**config.mk**
```make
export PLATFORM = sky130hd
export DESIGN_NAME = form_urlencoded_decoder_flat
export DESIGN_NICKNAME = d
export VERILOG_FILES = /design/src/rtl/fud_pkg.sv /design/src/rtl/fud_ifs.sv /design/src/rtl/fud_parser.sv /design/src/rtl/form_urlencoded_decoder.sv /design/src/flat_wrapper.sv
export SDC_FILE = /design/constraint.sdc
export NUM_CORES = 1
export LEC_CHECK = 0
export ABC_AREA = 1
export BUFFER_PORTS_ARGS = -buffer_cell sky130_fd_sc_hd__buf_2
export CAP_MARGIN = 10
export CORE_AREA = 2 2 101 103
export CTS_CLUSTER_SIZE = 10
export DETAILED_ROUTE_END_ITERATION = 7
export DIE_AREA = 0 0 103 105
export SLEW_MARGIN = 20
export SYNTH_ARGS = -nofsm -noshare
export SYNTH_HDL_FRONTEND = slang
export SYNTH_SLANG_ARGS = --single-unit
```
**constraint.sdc**
```tcl
create_clock -name clk -period 4.9 [get_ports clk]
set_clock_uncertainty 0.15 [all_clocks]
set_input_delay 0.98 -clock clk [delete_from_list [all_inputs] [get_ports clk]]
set_output_delay 0.98 -clock clk [all_outputs]
set_load 0.01 [all_outputs]
```
**src/rtl/fud_pkg.sv**
```systemverilog
// package: types, character codes and decode helpers for the form body decoder
package fud_pkg;

  localparam logic [7:0] CH_NUL   = 8'h00;
  localparam logic [7:0] CH_EQ    = 8'h3D;
  localparam logic [7:0] CH_AMP   = 8'h26;
  localparam logic [7:0] CH_PLUS  = 8'h2B;
  localparam logic [7:0] CH_PCT   = 8'h25;
  localparam logic [7:0] CH_SPACE = 8'h20;

  // hex digit value, bit 4 set when the byte is no hex digit
  localparam logic [4:0] NO_HEX = 5'd16;

  typedef enum logic [2:0] {
    PH_START = 3'd0,
    PH_NAME  = 3'd1,
    PH_VALUE = 3'd2,
    PH_PCT1  = 3'd3,
    PH_PCT2  = 3'd4,
    PH_DONE  = 3'd5
  } fud_phase_t;

  typedef struct packed {
    logic [7:0] in_byte;
    logic       body_last;
  } fud_item_t;

  typedef struct packed {
    logic [7:0] out_byte;
    logic       has_byte;
    logic       role;
    logic       pair_end;
    logic       body_end;
    logic       status;
  } fud_res_t;

  function automatic logic [4:0] hex_val(input logic [7:0] c);
    logic [4:0] v;
    v = NO_HEX;
    if (c inside {[8'h30:8'h39]}) begin
      v = 5'(c - 8'h30);
    end else if (c inside {[8'h61:8'h66]}) begin
      v = 5'(c - 8'h57);
    end else if (c inside {[8'h41:8'h46]}) begin
      v = 5'(c - 8'h37);
    end
    return v;
  endfunction

  function automatic logic [7:0] decode_pair(input logic [7:0] a, input logic [7:0] b);
    logic [4:0] ha;
    logic [4:0] hb;
    logic [7:0] r;
    ha = hex_val(a);
    hb = hex_val(b);
    if (ha[4]) begin
      r = 8'h00;
    end else if (hb[4]) begin
      r = {4'h0, ha[3:0]};
    end else begin
      r = {ha[3:0], hb[3:0]};
    end
    return r;
  endfunction

  function automatic logic [7:0] plain(input logic [7:0] c);
    return (c == CH_PLUS) ? CH_SPACE : c;
  endfunction

  function automatic fud_res_t make_res(input logic [7:0] b, input logic has,
                                        input logic role, input logic pe,
                                        input logic be, input logic st);
    fud_res_t r;
    r.out_byte = has ? b : 8'h00;
    r.has_byte = has;
    r.role     = role;
    r.pair_end = pe;
    r.body_end = be;
    r.status   = st;
    return r;
  endfunction

endpackage

```
**src/rtl/fud_ifs.sv**
```systemverilog
// interfaces: body byte channel and decoded word channel
interface fud_in_if;
  logic       valid;
  logic       ready;
  logic [7:0] in_byte;
  logic       body_last;

  modport source (output valid, output in_byte, output body_last, input ready);
  modport sink (input valid, input in_byte, input body_last, output ready);
endinterface

interface fud_out_if;
  logic       valid;
  logic       ready;
  logic [7:0] out_byte;
  logic       has_byte;
  logic       role;
  logic       pair_end;
  logic       body_end;
  logic       status;

  modport source (output valid, output out_byte, output has_byte, output role,
                  output pair_end, output body_end, output status, input ready);
  modport sink (input valid, input out_byte, input has_byte, input role,
                input pair_end, input body_end, input status, output ready);
endinterface

```
**src/rtl/fud_parser.sv**
```systemverilog
// parser: phase machine and value decode for one body byte
module fud_parser (
  input  logic                clk,
  input  logic                rst_n,
  input  logic                step_i,
  input  fud_pkg::fud_item_t  item_i,
  output logic                emit_o,
  output fud_pkg::fud_res_t   res_o
);

  fud_pkg::fud_phase_t phase_r, phase_nxt;
  logic [7:0]          held_r, held_nxt;

  logic [7:0] b;
  logic       last;
  logic       is_nul;
  logic       is_term;

  assign b       = item_i.in_byte;
  assign last    = item_i.body_last;
  assign is_nul  = (b == fud_pkg::CH_NUL);
  assign is_term = is_nul || (b == fud_pkg::CH_AMP);

  // result for the current byte
  always_comb begin
    emit_o = 1'b0;
    res_o  = '0;
    case (phase_r)
      fud_pkg::PH_START, fud_pkg::PH_NAME: begin
        if (is_nul) begin
          if (phase_r == fud_pkg::PH_NAME) begin
            emit_o = 1'b1;
            res_o  = fud_pkg::make_res(8'h00, 1'b0, 1'b0, 1'b1, last, 1'b1);
          end else if (last) begin
            emit_o = 1'b1;
            res_o  = fud_pkg::make_res(8'h00, 1'b0, 1'b0, 1'b0, 1'b1, 1'b0);
          end
        end else if (b == fud_pkg::CH_EQ) begin
          if (last) begin
            emit_o = 1'b1;
            res_o  = fud_pkg::make_res(8'h00, 1'b0, 1'b1, 1'b1, 1'b1, 1'b0);
          end
        end else begin
          emit_o = 1'b1;
          res_o  = fud_pkg::make_res(b, 1'b1, 1'b0, last, last, last);
        end
      end
      fud_pkg::PH_VALUE: begin
        if (is_term) begin
          emit_o = 1'b1;
          res_o  = fud_pkg::make_res(8'h00, 1'b0, 1'b1, 1'b1, last, 1'b0);
        end else if (b == fud_pkg::CH_PCT) begin
          if (last) begin
            emit_o = 1'b1;
            res_o  = fud_pkg::make_res(8'h00, 1'b0, 1'b1, 1'b1, 1'b1, 1'b0);
          end
        end else begin
          emit_o = 1'b1;
          res_o  = fud_pkg::make_res(fud_pkg::plain(b), 1'b1, 1'b1, last, last, 1'b0);
        end
      end
      fud_pkg::PH_PCT1: begin
        if (is_term) begin
          emit_o = 1'b1;
          res_o  = fud_pkg::make_res(8'h00, 1'b0, 1'b1, 1'b1, last, 1'b0);
        end else if (b == fud_pkg::CH_PCT) begin
          emit_o = 1'b1;
          res_o  = fud_pkg::make_res(fud_pkg::CH_PCT, 1'b1, 1'b1, last, last, 1'b0);
        end else if (last) begin
          emit_o = 1'b1;
          res_o  = fud_pkg::make_res(fud_pkg::plain(b), 1'b1, 1'b1, 1'b1, 1'b1, 1'b0);
        end
      end
      fud_pkg::PH_PCT2: begin
        emit_o = 1'b1;
        if (is_term) begin
          // short escape, the held byte goes out as a plain value byte
          res_o = fud_pkg::make_res(fud_pkg::plain(held_r), 1'b1, 1'b1, 1'b1, last, 1'b0);
        end else begin
          res_o = fud_pkg::make_res(fud_pkg::decode_pair(held_r, b), 1'b1, 1'b1,
                                    last, last, 1'b0);
        end
      end
      default: begin
        if (last) begin
          emit_o = 1'b1;
          res_o  = fud_pkg::make_res(8'h00, 1'b0, 1'b0, 1'b0, 1'b1, 1'b0);
        end
      end
    endcase
  end

  // next phase and held escape byte
  always_comb begin
    phase_nxt = phase_r;
    held_nxt  = held_r;
    case (phase_r)
      fud_pkg::PH_START, fud_pkg::PH_NAME: begin
        if (is_nul) begin
          phase_nxt = fud_pkg::PH_DONE;
        end else if (b == fud_pkg::CH_EQ) begin
          phase_nxt = fud_pkg::PH_VALUE;
        end else begin
          phase_nxt = fud_pkg::PH_NAME;
        end
      end
      fud_pkg::PH_VALUE: begin
        if (is_term) begin
          phase_nxt = is_nul ? fud_pkg::PH_DONE : fud_pkg::PH_START;
        end else if (b == fud_pkg::CH_PCT) begin
          phase_nxt = fud_pkg::PH_PCT1;
        end
      end
      fud_pkg::PH_PCT1: begin
        if (is_term) begin
          phase_nxt = is_nul ? fud_pkg::PH_DONE : fud_pkg::PH_START;
        end else if (b == fud_pkg::CH_PCT) begin
          phase_nxt = fud_pkg::PH_VALUE;
        end else if (!last) begin
          held_nxt  = b;
          phase_nxt = fud_pkg::PH_PCT2;
        end
      end
      fud_pkg::PH_PCT2: begin
        if (is_term) begin
          phase_nxt = is_nul ? fud_pkg::PH_DONE : fud_pkg::PH_START;
        end else begin
          phase_nxt = fud_pkg::PH_VALUE;
        end
      end
      default: begin
        phase_nxt = fud_pkg::PH_DONE;
      end
    endcase
    if (last) begin
      phase_nxt = fud_pkg::PH_START;
      held_nxt  = 8'h00;
    end
  end

  always_ff @(posedge clk) begin
    if (!rst_n) begin
      phase_r <= fud_pkg::PH_START;
      held_r  <= 8'h00;
    end else if (step_i) begin
      phase_r <= phase_nxt;
      held_r  <= held_nxt;
    end
  end

  a_last_emits: assert property (@(posedge clk) disable iff (!rst_n)
    step_i && item_i.body_last |-> emit_o && res_o.body_end)
    else $error("last body byte gave no body end word");

  a_last_restarts: assert property (@(posedge clk) disable iff (!rst_n)
    step_i && item_i.body_last |=> phase_r == fud_pkg::PH_START && held_r == 8'h00)
    else $error("phase not back at name start after body end");

  a_status_ends_pair: assert property (@(posedge clk) disable iff (!rst_n)
    emit_o && res_o.status |-> res_o.pair_end && !res_o.role)
    else $error("discard status without name pair end");

  a_marker_zero: assert property (@(posedge clk) disable iff (!rst_n)
    emit_o && !res_o.has_byte |-> res_o.out_byte == 8'h00)
    else $error("marker word carries a byte");

endmodule

```
**src/rtl/form_urlencoded_decoder.sv**
```systemverilog
// top level: form body decoder with input register and result register
//
//   channel | dir | words                         | accepted when
//   in_ch   | in  | in_byte, body_last            | valid && ready
//   out_ch  | out | out_byte, has_byte, role,     | valid && ready
//           |     | pair_end, body_end, status    |
//
// one byte per cycle sustained while the result register is not stalled; an accepted
// byte waits in the input register and its word (if any) is loaded into the result
// register in the cycle after the byte moves on
// rst_n (synchronous, active low) clears both valid flags and the phase machine
// a stalled output holds only bytes that give a word; bytes that give none
// pass through the parser even while the result register waits
module form_urlencoded_decoder (
  input  logic          clk,
  input  logic          rst_n,
  fud_in_if.sink        in_ch,
  fud_out_if.source     out_ch
);

  // input register
  logic               in_v_r;
  fud_pkg::fud_item_t in_item_r;

  // result register
  logic               out_v_r;
  fud_pkg::fud_res_t  out_res_r;

  logic              emit;
  fud_pkg::fud_res_t res;
  logic              advance;

  // the byte in the input register moves on when its word, if any, has room
  assign advance     = in_v_r && (!emit || !out_v_r || out_ch.ready);
  assign in_ch.ready = !in_v_r || advance;

  always_ff @(posedge clk) begin
    if (!rst_n) begin
      in_v_r <= 1'b0;
    end else if (in_ch.ready) begin
      in_v_r <= in_ch.valid;
    end
  end

  always_ff @(posedge clk) begin
    if (in_ch.valid && in_ch.ready) begin
      in_item_r.in_byte   <= in_ch.in_byte;
      in_item_r.body_last <= in_ch.body_last;
    end
  end

  fud_parser u_parser (
    .clk    (clk),
    .rst_n  (rst_n),
    .step_i (advance),
    .item_i (in_item_r),
    .emit_o (emit),
    .res_o  (res)
  );

  // result register loads a new word or drains when taken
  always_ff @(posedge clk) begin
    if (!rst_n) begin
      out_v_r <= 1'b0;
    end else if (advance && emit) begin
      out_v_r <= 1'b1;
    end else if (out_ch.ready) begin
      out_v_r <= 1'b0;
    end
  end

  always_ff @(posedge clk) begin
    if (advance && emit) begin
      out_res_r <= res;
    end
  end

  assign out_ch.valid    = out_v_r;
  assign out_ch.out_byte = out_res_r.out_byte;
  assign out_ch.has_byte = out_res_r.has_byte;
  assign out_ch.role     = out_res_r.role;
  assign out_ch.pair_end = out_res_r.pair_end;
  assign out_ch.body_end = out_res_r.body_end;
  assign out_ch.status   = out_res_r.status;

  a_word_lands: assert property (@(posedge clk) disable iff (!rst_n)
    advance && emit |=> out_v_r)
    else $error("parsed word did not reach the result register");

  a_no_overwrite: assert property (@(posedge clk) disable iff (!rst_n)
    out_v_r && !out_ch.ready && in_v_r && emit |-> !advance)
    else $error("pending word would be overwritten");

  a_in_drains: assert property (@(posedge clk) disable iff (!rst_n)
    in_v_r && (!out_v_r || out_ch.ready) |-> advance && in_ch.ready)
    else $error("input register stalled with free result register");

endmodule

```
**src/flat_wrapper.sv**
```systemverilog
// flat-port wrapper written by rule: the top's interface ports become plain ports
module form_urlencoded_decoder_flat 
  (clk, rst_n, in_ch_valid, in_ch_in_byte, in_ch_body_last, in_ch_ready, out_ch_valid, out_ch_out_byte, out_ch_has_byte, out_ch_role, out_ch_pair_end, out_ch_body_end, out_ch_status, out_ch_ready);
  fud_in_if in_ch_i ();
  fud_out_if out_ch_i ();
  input  logic clk;
  input  logic rst_n;
  input wire logic [$bits(in_ch_i.valid)-1:0] in_ch_valid;
  input wire logic [$bits(in_ch_i.in_byte)-1:0] in_ch_in_byte;
  input wire logic [$bits(in_ch_i.body_last)-1:0] in_ch_body_last;
  output wire logic [$bits(in_ch_i.ready)-1:0] in_ch_ready;
  output wire logic [$bits(out_ch_i.valid)-1:0] out_ch_valid;
  output wire logic [$bits(out_ch_i.out_byte)-1:0] out_ch_out_byte;
  output wire logic [$bits(out_ch_i.has_byte)-1:0] out_ch_has_byte;
  output wire logic [$bits(out_ch_i.role)-1:0] out_ch_role;
  output wire logic [$bits(out_ch_i.pair_end)-1:0] out_ch_pair_end;
  output wire logic [$bits(out_ch_i.body_end)-1:0] out_ch_body_end;
  output wire logic [$bits(out_ch_i.status)-1:0] out_ch_status;
  input wire logic [$bits(out_ch_i.ready)-1:0] out_ch_ready;
  assign in_ch_i.valid = in_ch_valid;
  assign in_ch_i.in_byte = in_ch_in_byte;
  assign in_ch_i.body_last = in_ch_body_last;
  assign in_ch_ready = in_ch_i.ready;
  assign out_ch_valid = out_ch_i.valid;
  assign out_ch_out_byte = out_ch_i.out_byte;
  assign out_ch_has_byte = out_ch_i.has_byte;
  assign out_ch_role = out_ch_i.role;
  assign out_ch_pair_end = out_ch_i.pair_end;
  assign out_ch_body_end = out_ch_i.body_end;
  assign out_ch_status = out_ch_i.status;
  assign out_ch_i.ready = out_ch_ready;
  form_urlencoded_decoder u_core (.clk(clk), .rst_n(rst_n), .in_ch(in_ch_i), .out_ch(out_ch_i));
endmodule
```
==> qor.csv <==
stage,metric,value,unit
status,status,"finished, final reports clean",
power_and_ir_drop,p_int,498,µW
min_path,holdPathStages,4,
detailed_routing,viasPerCell,4.49,
min_path,min-delay-path-class,flop to flop,
detailed_routing,ant_nets,0,
global_routing,grt_max_degree,15,
clocking,clk_latency,0.30,ns
sta,setup_violations,0,
critical_path,cp.arrival,2.35,ns
sta,tightestPinTransition,0.535,ns
synth,synth_flop_cell,edfxtp_1,
synth,synth_area,0.00258,mm²
global_routing,track_usage,0.127,
sta,drv_slew,0,
sta,period_minus_slack,3.48,ns
clocking,clockBufferDepth,2,
synth,synth-edff-count,22,
critical_path,required,3.77,ns
synth,synth_area_per_cell,7.60,µm²
clocking,cts_root_buf,clkbuf_8,
clocking,cts_tree,yes,
critical_path,rrSetupSlack,2.01,ns
critical_path,end_kind,output port,
power_and_ir_drop,pwr-share-clk,0.304,
clocking,numCtsBuffers,5,
final_layout,fin_area,0.00290,mm²
power_and_ir_drop,power.density,250,mW/mm²
critical_path,slowest_delay,0.51,ns
synth,yosysWarningCount,0,
power_and_ir_drop,leakage,0.00136,µW
detailed_routing,first_pass_iters,4,
sta,final_hold_viol_count,0,
place,place_inst,490,
clocking,cts_hold_buffers,0,
clocking,cts.clk_slew.worst_paths,0.07,ns
synth,syn_nets,360,
place,gp_congestion,0.868,
critical_path,cp_cell_sequence,inv_1 > ha_1 > inv_1 > nor3_4 > nand2_4 > nand2_4 > nor2_2 > nand2_2 > nand2_2 > a21boi_1 > nand3_1 > buf_2,
floorplanning,die_height,105,µm
final_layout,fin_cells,498,
global_routing,grt_pass1_wl,10700,µm
place,dpl_cell_area,0.00281,mm²
run,max-cap-violations,0,
clocking,post_cts_resize_count,0,
detailed_routing,wl,6450,µm
floorplanning,start_util,0.268,
sta,period_share,0.709,
final_layout,drive_above_1_share,0.222,
floorplanning,io-pin-count,28,
sta,rsz0062_at_grt,no,
detailed_routing,detail_route.iter0.violations,136,
synth,synth.distinct_cells,36,
synth,synth-seq-cells,35,
global_routing,grt_pass1_vias,2118,
floorplanning,dieArea,0.0108,mm²
final_layout,final_nets,384,
final_layout,area_delta_synth_final,12.3,%
floorplanning,core,0.00964,mm²
global_routing,grt_overflow_total,0,
power_and_ir_drop,p_sw,226,µW
floorplanning,die_x,103,µm
synth,yosysSeqAreaShare,0.356,
synth,async_reset_ff_frac,0,
clocking,clock_sinks,35,
detailed_routing,vias,2237,
sta,setup_tns,0,ns
floorplanning,rows,36,
place,portBuffers,27,
detailed_routing,drc,0,
critical_path,reg2reg_depth,12,
clocking,post-cts-setup-buffers,0,
critical_path,slowest_stage,edfxtp_1,
critical_path,reg2reg_to,u_core.out_ch.body_end,
detailed_routing,wl_per_cell,13.0,µm
min_path,worstHoldEndpoint,u_core.u_parser.held_r[5],
place,dp_hpwl,5150,µm
clocking,cts_max_level,2,
sta,relSlewSlack,0.643,
min_path,worstHoldStart,u_core.u_parser.held_r[5],
critical_path,crit_path_start_kind,flop,
critical_path,rr_startpoint,u_core.in_item_r[2],
critical_path,critical_path_class,flop to output port,
power_and_ir_drop,seqPwrFrac,0.495,
synth,syn_inst,340,
power_and_ir_drop,netSwitchingFraction,0.313,
power_and_ir_drop,peakVddDrop,0.0852,mV
power_and_ir_drop,pwr-share-comb,0.201,
sta,fmax,0.288,GHz
final_layout,postLayoutCoreUtil,0.301,
critical_path,path_max_fanout,11,
final_layout,diodes,0,
global_routing,antenna_found_initial,0,
worst max path at each step:
stage,from,end,slack [ns]
global placement,u_core.in_item_r[1],in_ch_ready,1.78
floorplan,u_core.in_item_r[1],in_ch_ready,2.21
finish,u_core.in_item_r[2],in_ch_ready,1.42
detailed placement,u_core.in_item_r[2],in_ch_ready,1.73
CTS,u_core.in_item_r[2],in_ch_ready,1.40
global route,u_core.in_item_r[2],in_ch_ready,1.19
per-layer routing:
| layer | share of wire | track usage | vias to the layer above |
|---|---|---|---|
| li1 | - | - | 1153 |
| met1 | 0.47 | 0.183 | 992 |
| met2 | 0.43 | 0.185 | 81 |
| met3 | 0.080 | 0.0288 | 11 |
| met4 | 0.019 | 0.0470 | 0 |
| met5 | 0 | 0 | - |
registers in the layout, indices dropped and copies added, names as in the netlist:
signal,count
u_core.in_item_r,9
u_core.in_v_r,1
u_core.out_ch.has_byte,1
u_core.out_ch.role,1
u_core.u_parser.held_r,8
u_core.u_parser.phase_r,3
u_core.out_ch.body_end,1
u_core.out_ch.status,1
u_core.out_ch.out_byte,8
u_core.out_ch.valid,1
u_core.out_ch.pair_end,1
kinds of logic after synthesis:
logic type / count (synthesis) / share of synthesized area
simple gates: 186 / 0.395
buf+inv: 66 / 0.111
compound gates: 44 / 0.0964
flops: 35 / 0.356
fa+ha+maj: 7 / 0.0339
xor+xnor: 2 / 0.00678
synth_stat cells (all sizes together) (4+ instances only):
cell	n	share of area
nand3	34	0.079
edfxtp	22	0.26
dfxtp	13	0.10
nor2	38	0.093
o211ai	5	0.015
buf	6	0.022
inv	56	0.083
a21oi	10	0.022
nor3	5	0.018
nand4	12	0.029
o21ai	25	0.048
clkbuf	4	0.0058
nand2	95	0.17
ha	7	0.034
stage by stage:
step | power (µW) | hold slack, ns | worst slack, ns
floorplan | 468 | 0.377 | 2.21
global placement | 509 | 0.427 | 1.78
detailed placement | 510 | 0.434 | 1.73
CTS | 727 | 0.444 | 1.40
global route | 761 | 0.492 | 1.19
finish | 725 | 0.449 | 1.42
final cells by class:
type,instances,area [µm²]
clock buffer,7,86.3
clock inverter,1,3.75
fill,1063,6740
inverter,56,215
multi-input combinational,239,1380
sequential,35,921
tap,133,166
timing repair buffer,27,135
worst max-delay path: cells and delay by family, from the launching register on:
kind                       cells  cell delay (ns)
AOI/OAI and AO/OA              1             0.16
adders and majority gates      1             0.18
buffers and inverters          3             0.41
DFF                            1             0.51
and+or+nand+nor                7             0.79
placed cells by master, fill, tap and decap left out, drive strengths merged:
cell type,instances
or2,1
buf,27
inv,56
o2111ai,1
nor2,38
nand2,95
clkbuf,7
nor3,5
ha,7
xor2,2
nand3b,1
o211ai,5
a21oi,10
edfxtp,22
clkinv,1
a21boi,1
a31oi,2
nand4,12
o21ai,25
dfxtp,13
nand3,34
power by group through the flow:
stage | registers, µW | logic (µW) | clock network (µW)
global placement | 365 | 145 | 0
global route | 361 | 165 | 234
CTS | 358 | 146 | 222
floorplan | 360 | 109 | 0
finish | 358 | 146 | 221
detailed placement | 365 | 145 | 0
Power figures use the tool's default switching activity.
